$ cat config.mk
export PLATFORM = sky130hd
export DESIGN_NAME = midi_byte_stream_parser
export DESIGN_NICKNAME = d
export VERILOG_FILES = /design/src/hw/rtl/mbsp_pkg.sv /design/src/hw/rtl/mbsp_step.sv /design/src/hw/rtl/midi_byte_stream_parser.sv
export SDC_FILE = /design/constraint.sdc
export NUM_CORES = 1
export LEC_CHECK = 0
export BUFFER_PORTS_ARGS = -buffer_cell sky130_fd_sc_hd__buf_2
export CAP_MARGIN = 20
export CORE_MARGIN = 2
export CORE_UTILIZATION = 59
export DETAILED_ROUTE_END_ITERATION = 6
export PLACE_DENSITY_LB_ADDON = 0.2
export SLEW_MARGIN = 25
export SYNTH_ARGS = -nofsm -noshare
export SYNTH_HDL_FRONTEND = slang
export SYNTH_SLANG_ARGS = --single-unit
export TNS_END_PERCENT = 100
$ cat constraint.sdc
create_clock -name clk -period 16.23 [get_ports clk]
set_clock_uncertainty 0.1 [all_clocks]
set_input_delay 0.8115 -clock clk [delete_from_list [all_inputs] [get_ports clk]]
set_output_delay 0.8115 -clock clk [all_outputs]
set_load 0.02 [all_outputs]
$ cat src/hw/rtl/mbsp_pkg.sv
// ----------------------------------------------------------------------------
// MIDI byte stream parser package
// Shared item types, parser state, state codes and the data count function.
// ----------------------------------------------------------------------------
package mbsp_pkg;

	// Status byte codes with a special meaning.
	localparam logic [7:0] SYSEX_START = 8'hF0;
	localparam logic [7:0] SYSEX_END   = 8'hF7;
	localparam logic [7:0] HIGH_NIBBLE = 8'hF0;
	localparam logic [7:0] LOW_NIBBLE  = 8'h0F;
	localparam logic [7:0] STATUS_C0   = 8'hC0;
	localparam logic [7:0] STATUS_D0   = 8'hD0;
	localparam logic [7:0] STATUS_F1   = 8'hF1;
	localparam logic [7:0] STATUS_F2   = 8'hF2;
	localparam logic [7:0] STATUS_F3   = 8'hF3;
	localparam logic [15:0] TALLY_MAX  = 16'hFFFF;

	// Parser states, one-hot.
	typedef enum logic [3:0] {
		ST_STATUS      = 4'b0001,
		ST_DATA        = 4'b0010,
		ST_STATUS_DATA = 4'b0100,
		ST_SYSEX       = 4'b1000
	} parse_state_t;

	// One input item.
	typedef struct packed {
		logic [7:0]  byte_in;
		logic [31:0] time_stamp;
	} byte_item_t;

	// One result item.
	typedef struct packed {
		logic        kind;
		logic [7:0]  msg_status;
		logic [3:0]  channel;
		logic [6:0]  first_data;
		logic [6:0]  second_data;
		logic [7:0]  sysex_byte;
		logic        sysex_last;
		logic [31:0] stamp_out;
		logic [15:0] errors_seen;
	} msg_item_t;

	// Everything the parser carries from one item to the next.
	typedef struct packed {
		parse_state_t parse_state;
		logic [7:0]   running_status;
		logic [6:0]   held_data;
		logic [1:0]   needed_data;
		logic         data_position;
		logic [15:0]  error_tally;
	} parse_regs_t;

	// Number of data bytes that follow a status byte.
	function automatic logic [1:0] data_count(input logic [7:0] st);
		logic [1:0] n;
		n = 2'd0;
		if (st < SYSEX_START) begin
			if ((st & HIGH_NIBBLE) == STATUS_C0 || (st & HIGH_NIBBLE) == STATUS_D0) begin
				n = 2'd1;
			end else begin
				n = 2'd2;
			end
		end else if (st == STATUS_F1 || st == STATUS_F3) begin
			n = 2'd1;
		end else if (st == STATUS_F2) begin
			n = 2'd2;
		end
		return n;
	endfunction

endpackage

$ cat src/hw/rtl/mbsp_step.sv
// ----------------------------------------------------------------------------
// MIDI parser step
// Next parser state and the optional result item for one received byte.
// ----------------------------------------------------------------------------
module mbsp_step (
	input  mbsp_pkg::parse_regs_t cur,
	input  mbsp_pkg::byte_item_t  item,
	output mbsp_pkg::parse_regs_t nxt,
	output logic                  res_valid,
	output mbsp_pkg::msg_item_t   res
);

	logic [7:0]  b;
	logic [15:0] tally_inc;
	logic [7:0]  msg_st;
	logic        is_chan;
	logic [6:0]  d0;
	logic [6:0]  d1;
	logic        want_msg;
	logic        want_sysex;
	logic        sysex_last;

	assign b = item.byte_in;

	// Saturating increment of the error count.
	assign tally_inc = cur.error_tally + ((cur.error_tally != mbsp_pkg::TALLY_MAX) ? 16'd1 : 16'd0);

	// State transition for the byte.
	always_comb begin
		nxt        = cur;
		want_msg   = 1'b0;
		want_sysex = 1'b0;
		sysex_last = 1'b0;
		d0         = 7'd0;
		d1         = 7'd0;
		if (b[7]) begin
			if (b == mbsp_pkg::SYSEX_END) begin
				if (cur.parse_state == mbsp_pkg::ST_SYSEX) begin
					nxt.parse_state = mbsp_pkg::ST_STATUS;
					want_sysex      = 1'b1;
					sysex_last      = 1'b1;
				end else begin
					nxt.error_tally   = tally_inc;
					nxt.parse_state   = mbsp_pkg::ST_STATUS;
					nxt.data_position = 1'b0;
				end
			end else begin
				if (cur.parse_state == mbsp_pkg::ST_DATA ||
				    cur.parse_state == mbsp_pkg::ST_SYSEX) begin
					nxt.error_tally = tally_inc;
				end
				nxt.running_status = b;
				nxt.data_position  = 1'b0;
				if (b == mbsp_pkg::SYSEX_START) begin
					nxt.needed_data = 2'd0;
					nxt.parse_state = mbsp_pkg::ST_SYSEX;
					want_sysex      = 1'b1;
				end else begin
					nxt.needed_data = mbsp_pkg::data_count(b);
					if (nxt.needed_data != 2'd0) begin
						nxt.parse_state = mbsp_pkg::ST_DATA;
					end else begin
						nxt.parse_state = mbsp_pkg::ST_STATUS;
						want_msg        = 1'b1;
					end
				end
			end
		end else begin
			case (cur.parse_state)
				mbsp_pkg::ST_SYSEX: begin
					want_sysex = 1'b1;
				end
				mbsp_pkg::ST_DATA, mbsp_pkg::ST_STATUS_DATA: begin
					if (!cur.data_position) begin
						if (cur.needed_data == 2'd1) begin
							nxt.parse_state = (cur.running_status >= mbsp_pkg::SYSEX_START) ?
								mbsp_pkg::ST_STATUS : mbsp_pkg::ST_STATUS_DATA;
							want_msg = 1'b1;
							d0       = b[6:0];
						end else if (cur.needed_data == 2'd2) begin
							nxt.held_data     = b[6:0];
							nxt.data_position = 1'b1;
							nxt.parse_state   = mbsp_pkg::ST_DATA;
						end
					end else if (cur.needed_data == 2'd2) begin
						nxt.data_position = 1'b0;
						nxt.parse_state   = (cur.running_status >= mbsp_pkg::SYSEX_START) ?
							mbsp_pkg::ST_STATUS : mbsp_pkg::ST_STATUS_DATA;
						want_msg = 1'b1;
						d0       = cur.held_data;
						d1       = b[6:0];
					end
				end
				default: begin
				end
			endcase
		end
	end

	// Result formatting, taken from the updated running status and count.
	assign msg_st  = nxt.running_status;
	assign is_chan = msg_st[7] && (msg_st < mbsp_pkg::SYSEX_START);

	always_comb begin
		res             = '0;
		res.stamp_out   = item.time_stamp;
		res.errors_seen = nxt.error_tally;
		if (want_sysex) begin
			res.kind       = 1'b1;
			res.sysex_byte = b;
			res.sysex_last = sysex_last;
		end else begin
			res.kind        = 1'b0;
			res.msg_status  = is_chan ? (msg_st & mbsp_pkg::HIGH_NIBBLE) : msg_st;
			res.channel     = is_chan ? msg_st[3:0] : 4'd0;
			res.first_data  = d0;
			res.second_data = d1;
		end
	end

	assign res_valid = want_msg || want_sysex;

endmodule

$ cat src/hw/rtl/midi_byte_stream_parser.sv
// ----------------------------------------------------------------------------
// MIDI byte stream parser
// Running status parser that turns received bytes into messages and
// system-exclusive pass-through items.
//
//   Channel   Dir  Payload      Handshake
//   byte_*    in   byte_item_t  byte_valid / byte_stall
//   msg_*     out  msg_item_t   msg_valid  / msg_stall
//
// A byte is parsed from the input register once it is accepted, and its result,
// if any, is registered in the output register and offered on msg_* from there.
// One item is accepted every cycle while the output side keeps up.
// Reset puts the parser in the expect-status state with zero error count.
// A stalled output holds its item and the parser state; the input stalls once
// its register also holds a byte, whether or not that byte gives a result.
// ----------------------------------------------------------------------------
module midi_byte_stream_parser (
	input  logic                 clk,
	input  logic                 arst_n,
	input  logic                 byte_valid,
	output logic                 byte_stall,
	input  mbsp_pkg::byte_item_t byte_item,
	output logic                 msg_valid,
	input  logic                 msg_stall,
	output mbsp_pkg::msg_item_t  msg_item
);

	logic                  valid_s1;
	mbsp_pkg::byte_item_t  item_s1;
	mbsp_pkg::parse_regs_t regs_q;
	mbsp_pkg::parse_regs_t regs_nxt;
	logic                  res_valid;
	mbsp_pkg::msg_item_t   res;
	logic                  out_valid_q;
	mbsp_pkg::msg_item_t   out_item_q;
	logic                  advance;

	// The held item moves on when the output register is free or emptying.
	assign advance    = valid_s1 && (!out_valid_q || !msg_stall);
	assign byte_stall = valid_s1 && !advance;

	// Input register.
	always_ff @(posedge clk or negedge arst_n) begin
		if (!arst_n) begin
			valid_s1 <= 1'b0;
		end else if (!byte_stall) begin
			valid_s1 <= byte_valid;
		end
	end

	always_ff @(posedge clk) begin
		if (byte_valid && !byte_stall) begin
			item_s1 <= byte_item;
		end
	end

	mbsp_step u_step (
		.cur       (regs_q),
		.item      (item_s1),
		.nxt       (regs_nxt),
		.res_valid (res_valid),
		.res       (res)
	);

	// Parser state advances once per parsed item.
	always_ff @(posedge clk or negedge arst_n) begin
		if (!arst_n) begin
			regs_q.parse_state    <= mbsp_pkg::ST_STATUS;
			regs_q.running_status <= 8'd0;
			regs_q.held_data      <= 7'd0;
			regs_q.needed_data    <= 2'd0;
			regs_q.data_position  <= 1'b0;
			regs_q.error_tally    <= 16'd0;
		end else if (advance) begin
			regs_q <= regs_nxt;
		end
	end

	// Output register.
	always_ff @(posedge clk or negedge arst_n) begin
		if (!arst_n) begin
			out_valid_q <= 1'b0;
		end else if (advance) begin
			out_valid_q <= res_valid;
		end else if (!msg_stall) begin
			out_valid_q <= 1'b0;
		end
	end

	always_ff @(posedge clk) begin
		if (advance && res_valid) begin
			out_item_q <= res;
		end
	end

	assign msg_valid = out_valid_q;
	assign msg_item  = out_item_q;

	// The input side only stalls while it holds an item.
	a_stall_needs_item: assert property (@(posedge clk) disable iff (!arst_n)
		byte_stall |-> valid_s1)
		else $error("input stalled with an empty input register");

	// A held item leaves the parser state untouched.
	a_hold_keeps_state: assert property (@(posedge clk) disable iff (!arst_n)
		(valid_s1 && !advance) |=> $stable(regs_q))
		else $error("parser state changed while the item was held");

	// The error count never goes down.
	a_tally_monotonic: assert property (@(posedge clk) disable iff (!arst_n)
		1'b1 |=> regs_q.error_tally >= $past(regs_q.error_tally))
		else $error("error count decreased");

	// A closing system-exclusive byte returns the parser to expect a status.
	a_sysex_close: assert property (@(posedge clk) disable iff (!arst_n)
		(advance && res_valid && res.sysex_last) |=>
		regs_q.parse_state == mbsp_pkg::ST_STATUS)
		else $error("parser not in status state after closing byte");

endmodule

After elaboration in Yosys (flattened, before gate mapping). Cells that the tools add are included.

Bitwise logic cells: 7. Equal/unequal tests: 16. Divide/modulo/power cells: 0. Multipliers: 0. Add/subtract/negate cells: 1. Order comparisons: 3. Muxes and demuxes: 48. Reductions and logical operators: 27. Shifts and indexed selects: 0.

Operators by type and width (count): $eq A8 B8 Y1 const B (5); $mux W17 (2); $mux W16 (2); $mux W4 (8); $mux W1 (21); $mux W7 (3); $mux W2 (9); $add A16 B16 Y16 (1); $lt A8 B8 Y1 const B (2); $mux W8 (2); $ne A16 B16 Y1 const B (1); $eq A4 B4 Y1 const B (3); $reduce_and A3 Y1 (3); $ge A8 B8 Y1 const B (1); $not A1 Y1 (7); $reduce_and A6 Y1 (1); $reduce_or A2 Y1 (3); $logic_and A1 B1 Y1 (5); $logic_or A1 B1 Y1 (5); $reduce_or A5 Y1 (1); $eq A4 B2 Y1 const B (1); $eq A4 B3 Y1 const B (1); $logic_not A1 Y1 (4); $reduce_and A4 Y1 (1); 9 further kinds (10).

Memories kept: 0. ROM bits: 0. Bits in writable memories: 0. Register bits: 164. Output and inout port bits: 86. Latch bits: 0.

Logic depth before layout (Yosys ltp).
Depth after elaboration: 14. Depth in mapped cells: 11. Mapped depth without buffers: 10.

Cells and area by module. Synthesis repeated with hierarchy kept, for this count alone.

Cell total of the unflattened synthesis: 461. Area total of the unflattened synthesis: 7051.8 um^2.

Modules (own cells, without submodules): midi_byte_stream_parser (area each 5336.4 um^2, sequential area each 4725.8 um^2, cells an instance 215, times used 1); mbsp_step (area each 1715.4 um^2, sequential area each 0.0 um^2, cells an instance 246, times used 1).

Least setup slack after synthesis. OpenSTA, ideal clock, no wires.

Kind: register -> register. Start: register regs_q[35] (netlist bit). End: register out_item_q (netlist bit msg_item[0]), enable pin. Stages on the path, launching flop included: 6. Library setup time: 527 ps. Path buffers: 1. Period minus slack after synthesis: 5373 ps. Arrival: 4746 ps. Slack: 10857 ps. Path through: dfrtp_1 > or4b_1 > buf_2 > nand2_1 > a32oi_1 > nor2_1.

Cells in the longest elaborated chain, start to end: 6. Elaborated cells on any way between the ends: 11. Classes of those cells: eq/ne: 3; mux: 5; reduce/logical: 3.

RTL lines: from (decl) (RTL line midi_byte_stream_parser.sv:30) `mbsp_pkg::parse_regs_t regs_q;`; from (signal assigned) (RTL line midi_byte_stream_parser.sv:75) `regs_q <= regs_nxt;`; $eq A4 B3 Y1 (tied with other cells) (RTL line mbsp_step.sv:69) `case (cur.parse_state)`; $reduce_or A2 Y1 / $mux W1 (equally long branches) (RTL line mbsp_step.sv:69, mbsp_step.sv:38); $mux W1, on equally long branches (RTL line mbsp_step.sv:69, mbsp_step.sv:37); $mux W1 (RTL line mbsp_step.sv:36) `if (b[7]) begin`; $logic_or A1 B1 Y1 (*) (RTL line mbsp_step.sv:121) `assign res_valid = want_msg || want_sysex;`; $logic_and A1 B1 Y1 (*) (RTL line midi_byte_stream_parser.sv:91) `if (advance && res_valid) begin`; to (signal assigned) (RTL line midi_byte_stream_parser.sv:92) `out_item_q <= res;`; to (decl) (RTL line midi_byte_stream_parser.sv:35) `mbsp_pkg::msg_item_t out_item_q;`.

Mark *: on every way between the ends. The rest lies on a longest branch, timed or not. A chain may end at the register's enable or synchronous reset.

Final worst setup path.
Start: register regs_q[35] (netlist bit). End: register out_item_q (netlist bit msg_item[51]), enable pin.

Same word-level chain as after synthesis.

==> impl.org <==
** Cells and area
- Relative to the synthesized area, the layout overhead comes to 20.0%.
- With fillers left out, the area of the finished cells amounts to 7650 um2.
- Summing all multi-input logic gate instances after layout gives 1530 um2.
- Area of all sequential standard cells :: 4730 um2
- Fraction of final layout cells sized beyond drive strength 1 :: 31.7%
- Fill cell total of the finished layout :: 677
- The repair_antennas step left the layout with diodes totalling 0.
- The final layout contains 607 nets.

** CTS
- TritonCTS built the clock tree.
- After clock tree synthesis, the setup repair step added 0 buffers.
- Clock-pin slew was measured on the worst setup and hold paths at 0.06 ns.
- For the worst-skew pair, the clock arrives at the later sink with an insertion delay of 0.51 ns.
- Count of H-tree levels built during CTS :: 4
- Number of buffers created by CTS :: 17
- Maximum number of buffers from clock root to sink :: 2
- Number of sinks handled by clock tree synthesis :: 164
- Cts repair resizes :: 0
- Clock Root Buffer :: clkbuf_8
- Post-CTS Hold Fix Bufs :: 0

** Global route
- Via count of the first global-routing pass :: 3705
- GRT overflow :: 0
- Met1 layer usage reported by global route :: 29.6%
- For this run, global-route usage on met3 was measured as 5.42%.
- Entering global routing, the biggest net connects 61 pins.
- The first global-routing pass estimated 19.0 mm of wire.
- Global-route track usage on met2 :: 34.8%
- The initial antenna violation count is 0.
- Global routing consumed, over all layers together, 21.8% of the routing resources.
- The global routing stage identified its most utilized layer as met2.

** Synthesis
- By area the synthesized netlist is led by edfxtp_1, dfrtp_1, nand2_1.
- Post-synthesis instance area :: 6380 um2
- Synthesis inferred 164 register bits.
- After Yosys synthesis, and, or, nand and nor cells account for 11.8% of the synthesized area.
- Library cell occupying the most area in the post-synthesis netlist :: edfxtp_1
- The netlist uses 51 different library cells.
- A synthesized cell averages 14.8 um2.
- Proportion of register bits with asynchronous set or reset after synthesis :: 24.4%
- In the synthesized netlist, mux cells make up 1.94% of the area.
- In the synthesized netlist the dominant register cell turns out to be edfxtp_1.
- In this run, synthesis inferred 124 flip-flops with an integrated enable.
- Of the total synthesized cell area, the portion taken by full adders, half adders and majority gates is 0.392%.
- Synth top area share :: 58.4%
- Combinational family with the most area after synthesis :: simple AND/OR/NAND/NOR gates
- Post-synthesis sequential area ratio :: 74.1%
- Counting every net in the synthesized netlist gives 478.
- Total of warnings raised by yosys :: 0
- Post-synthesis compound-gate area fraction :: 5.82%
- Summing the areas of all xor and xnor instances in the mapped netlist gives 3.98% of the synthesized area.
- Cells after Synth :: 432

** Placement
- Gpl congestion :: 0.852
- Cell area after placement :: 7120 um2
- The count of buffers added on input and output ports is 129.
- Detailed Place HPWL :: 7.99 mm

** Job
- Number of maximum-capacitance constraint violations :: 0

** Power
- Reported net switching power :: 286 uW
- Summed over all cells, the static leakage comes to 3.10 nW.
- After layout, the design draws a total of 1.06 mW.
- Internal portion of total power :: 771 uW
- Per report_power, the combinational group accounts for 14.8% of the total.
- In this run switching power makes up 27.1% of total power.
- Worst vdd rail ir drop :: 78.6 uV
- Power per cell area :: 138 nW/um2
- The clock network is responsible for 33.8% of the overall power.
- Sequential cells account for 51.4% of the total power.

** Timing
- RSZ-0062 raised after global routing :: false
- The worst pin sits at a relative slew slack of 37.2%.
- Slew of the pin with the lowest slew margin :: 0.941 ns
- The final hold violation count is 0.
- Setup violations remaining at the end of the flow were counted as 0.
- The worst path uses 19.6% of the clock period.
- Summed over all failing endpoints, the final setup total negative slack is 0 ns.
- Timing would allow up to 314 MHz.
- The final max-slew violation count is 0.
- The worst path in the final design needs a cycle of 3.18 ns, including I/O delays and setup.

** Die
- In this run the horizontal extent of the chip is 108 um.
- Number of top-level design ports :: 130
- Core area :: 10400 um2
- The floorplan step defined a die boundary enclosing 11700 um2.
- Height of the chip :: 108 um
- Initial cell density of the core :: 61.2%
- The floorplan has 37 rows.

** Route
- Via total after detailed routing :: 3921
- Number of DRC markers after the initial detailed-route iteration :: 190
- In this run the remaining antenna-violating nets after routing total 0.
- DRC Markers :: 0
- After detailed routing, the average wire length per cell comes to 16.7 um.
- Length of the first detailed-routing pass in iterations :: 5
- DR vias/cell :: 5.52
- For this block, the routed nets add up to 11.8 mm of wire.

** Worst setup path
- Critical-path maximum fanout :: 60
- Critical path data arrival time :: 3.22 ns
- Worst Setup Path Type :: reg2reg
- Cell Chain, Critical Path :: or4b_1 > nand2_1 > a32oi_1 > nor2_4 > buf_4
- The number of buffers and inverters on the critical path is 1.
- STA puts the critical path data required time at 16.27 ns.
- Startpoint types :: flop
- On the critical path the largest part of the delay comes from simple AND/OR/NAND/NOR gates.
- Critical path capture point type :: flop
- The largest single stage delay on the critical path is 0.71 ns.
- Max stage delay cell, worst path :: buf_4

** Outcome
- Run status :: finished clean

** Hold path
- The path class of the tightest hold or removal check is in2async.
[final timing paths]
kind                                             start                          to  slack (ns)  cells past startpoint
worst max-delay path            regs_q[35]$_DFFE_PN0P_  msg_item[51]$_SDFFCE_PN0P_       13.05                      5
max in group asynchronous                       arst_n      regs_q[34]$_DFFE_PN1P_       15.48                      1
worst min register to register    item_s1[8]$_DFFE_PP_      msg_item[24]$_DFFE_PP_        0.32                      0
min in group clk                  item_s1[8]$_DFFE_PP_      msg_item[24]$_DFFE_PP_        0.32                      0
worst max register to register  regs_q[35]$_DFFE_PN0P_  msg_item[51]$_SDFFCE_PN0P_       13.05                      5
worst min-delay path                            arst_n       regs_q[8]$_DFFE_PN0P_        0.17                      1
[stage by stage]
step / utilization [%] / cells / hold slack [ns] / worst slack (ns)
floorplan: - / 432 / 0.300 / 10.86
global placement: 68.3 / 678 / 0.300 / 13.12
detailed placement: 68.3 / 678 / 0.305 / 12.99
CTS: 73.5 / 710 / 0.317 / 13.04
global route: 73.5 / 710 / 0.204 / 12.84
finish: 73.5 / 710 / 0.167 / 13.05
[placed cells by master, fill, tap and decap left out, types with 10 or more instances in the layout]
cell,instances
buf_2,128
edfxtp_1,124
nand2_1,52
dfrtp_1,39
nor2_1,26
xor2_1,19
clkbuf_16,16
and2_1,14
a21oi_1,11
mux2_2,11
nand4_1,10
xnor2_1,10
o21ai_0,10
[worst reg2reg max path: stages, from the launching register on]
cell	delay [ns]
dfrtp_1	0.42
or4b_1	0.67
nand2_1	0.12
a32oi_1	0.16
nor2_4	0.56
buf_4	0.71
[registers in the layout, summed over array words and instances, names as in the netlist]
name,flops
msg_item,84
item_s1,40
regs_q,38
msg_valid,1
valid_s1,1
[cell type report]
class                           instances  share of cell area, %
Tap cell                              136                   2.22
Clock inverter                         11                   1.37
Timing Repair Buffer                  132                   8.76
Sequential cell                       164                   61.7
Clock buffer                           21                   5.61
Multi-Input combinational cell        241                   20.0
Inverter                                5                  0.245
[cell usage after synthesis (7+ instances only)]
cell type and number:
a21oi_1 11, a22o_1 7, and2_1 15, clkbuf_1 11
dfrtp_1 39, edfxtp_1 124, mux2_2 11, nand2_1 52
nand3_1 9, nand4_1 10, nor2_1 27, nor3_1 7
o21ai_0 10, xnor2_1 10, xor2_1 19
[cells by family (layout without fill, tap and decap cells)]
logic type	count (synthesis)	in the layout
AO/OA/AOI/OAI	54	54
multiplexers	11	11
adder cells (fa/ha/maj)	2	2
AND/OR/NAND/NOR	145	145
XOR/XNOR	29	29
buffers and inverters	27	169
flip-flops	164	164
[layer usage]
| layer | wire, um | vias to the layer above |
|---|---|---|
| met5 | 0 | - |
| met4 | 213 | 0 |
| met3 | 731 | 15 |
| met2 | 5970 | 147 |
| met1 | 4920 | 1900 |
| li1 | - | 1859 |
[power by group through the flow]
stage / Clock, mW / Sequential (mW) / Combinational [mW]
finish: 0.357 / 0.543 / 0.157
global route: 0.380 / 0.550 / 0.173
CTS: 0.363 / 0.543 / 0.157
detailed placement: 0 / 0.551 / 0.156
global placement: 0 / 0.548 / 0.153
floorplan: 0 / 0.560 / 0.101
Power figures use the tool's default switching activity.
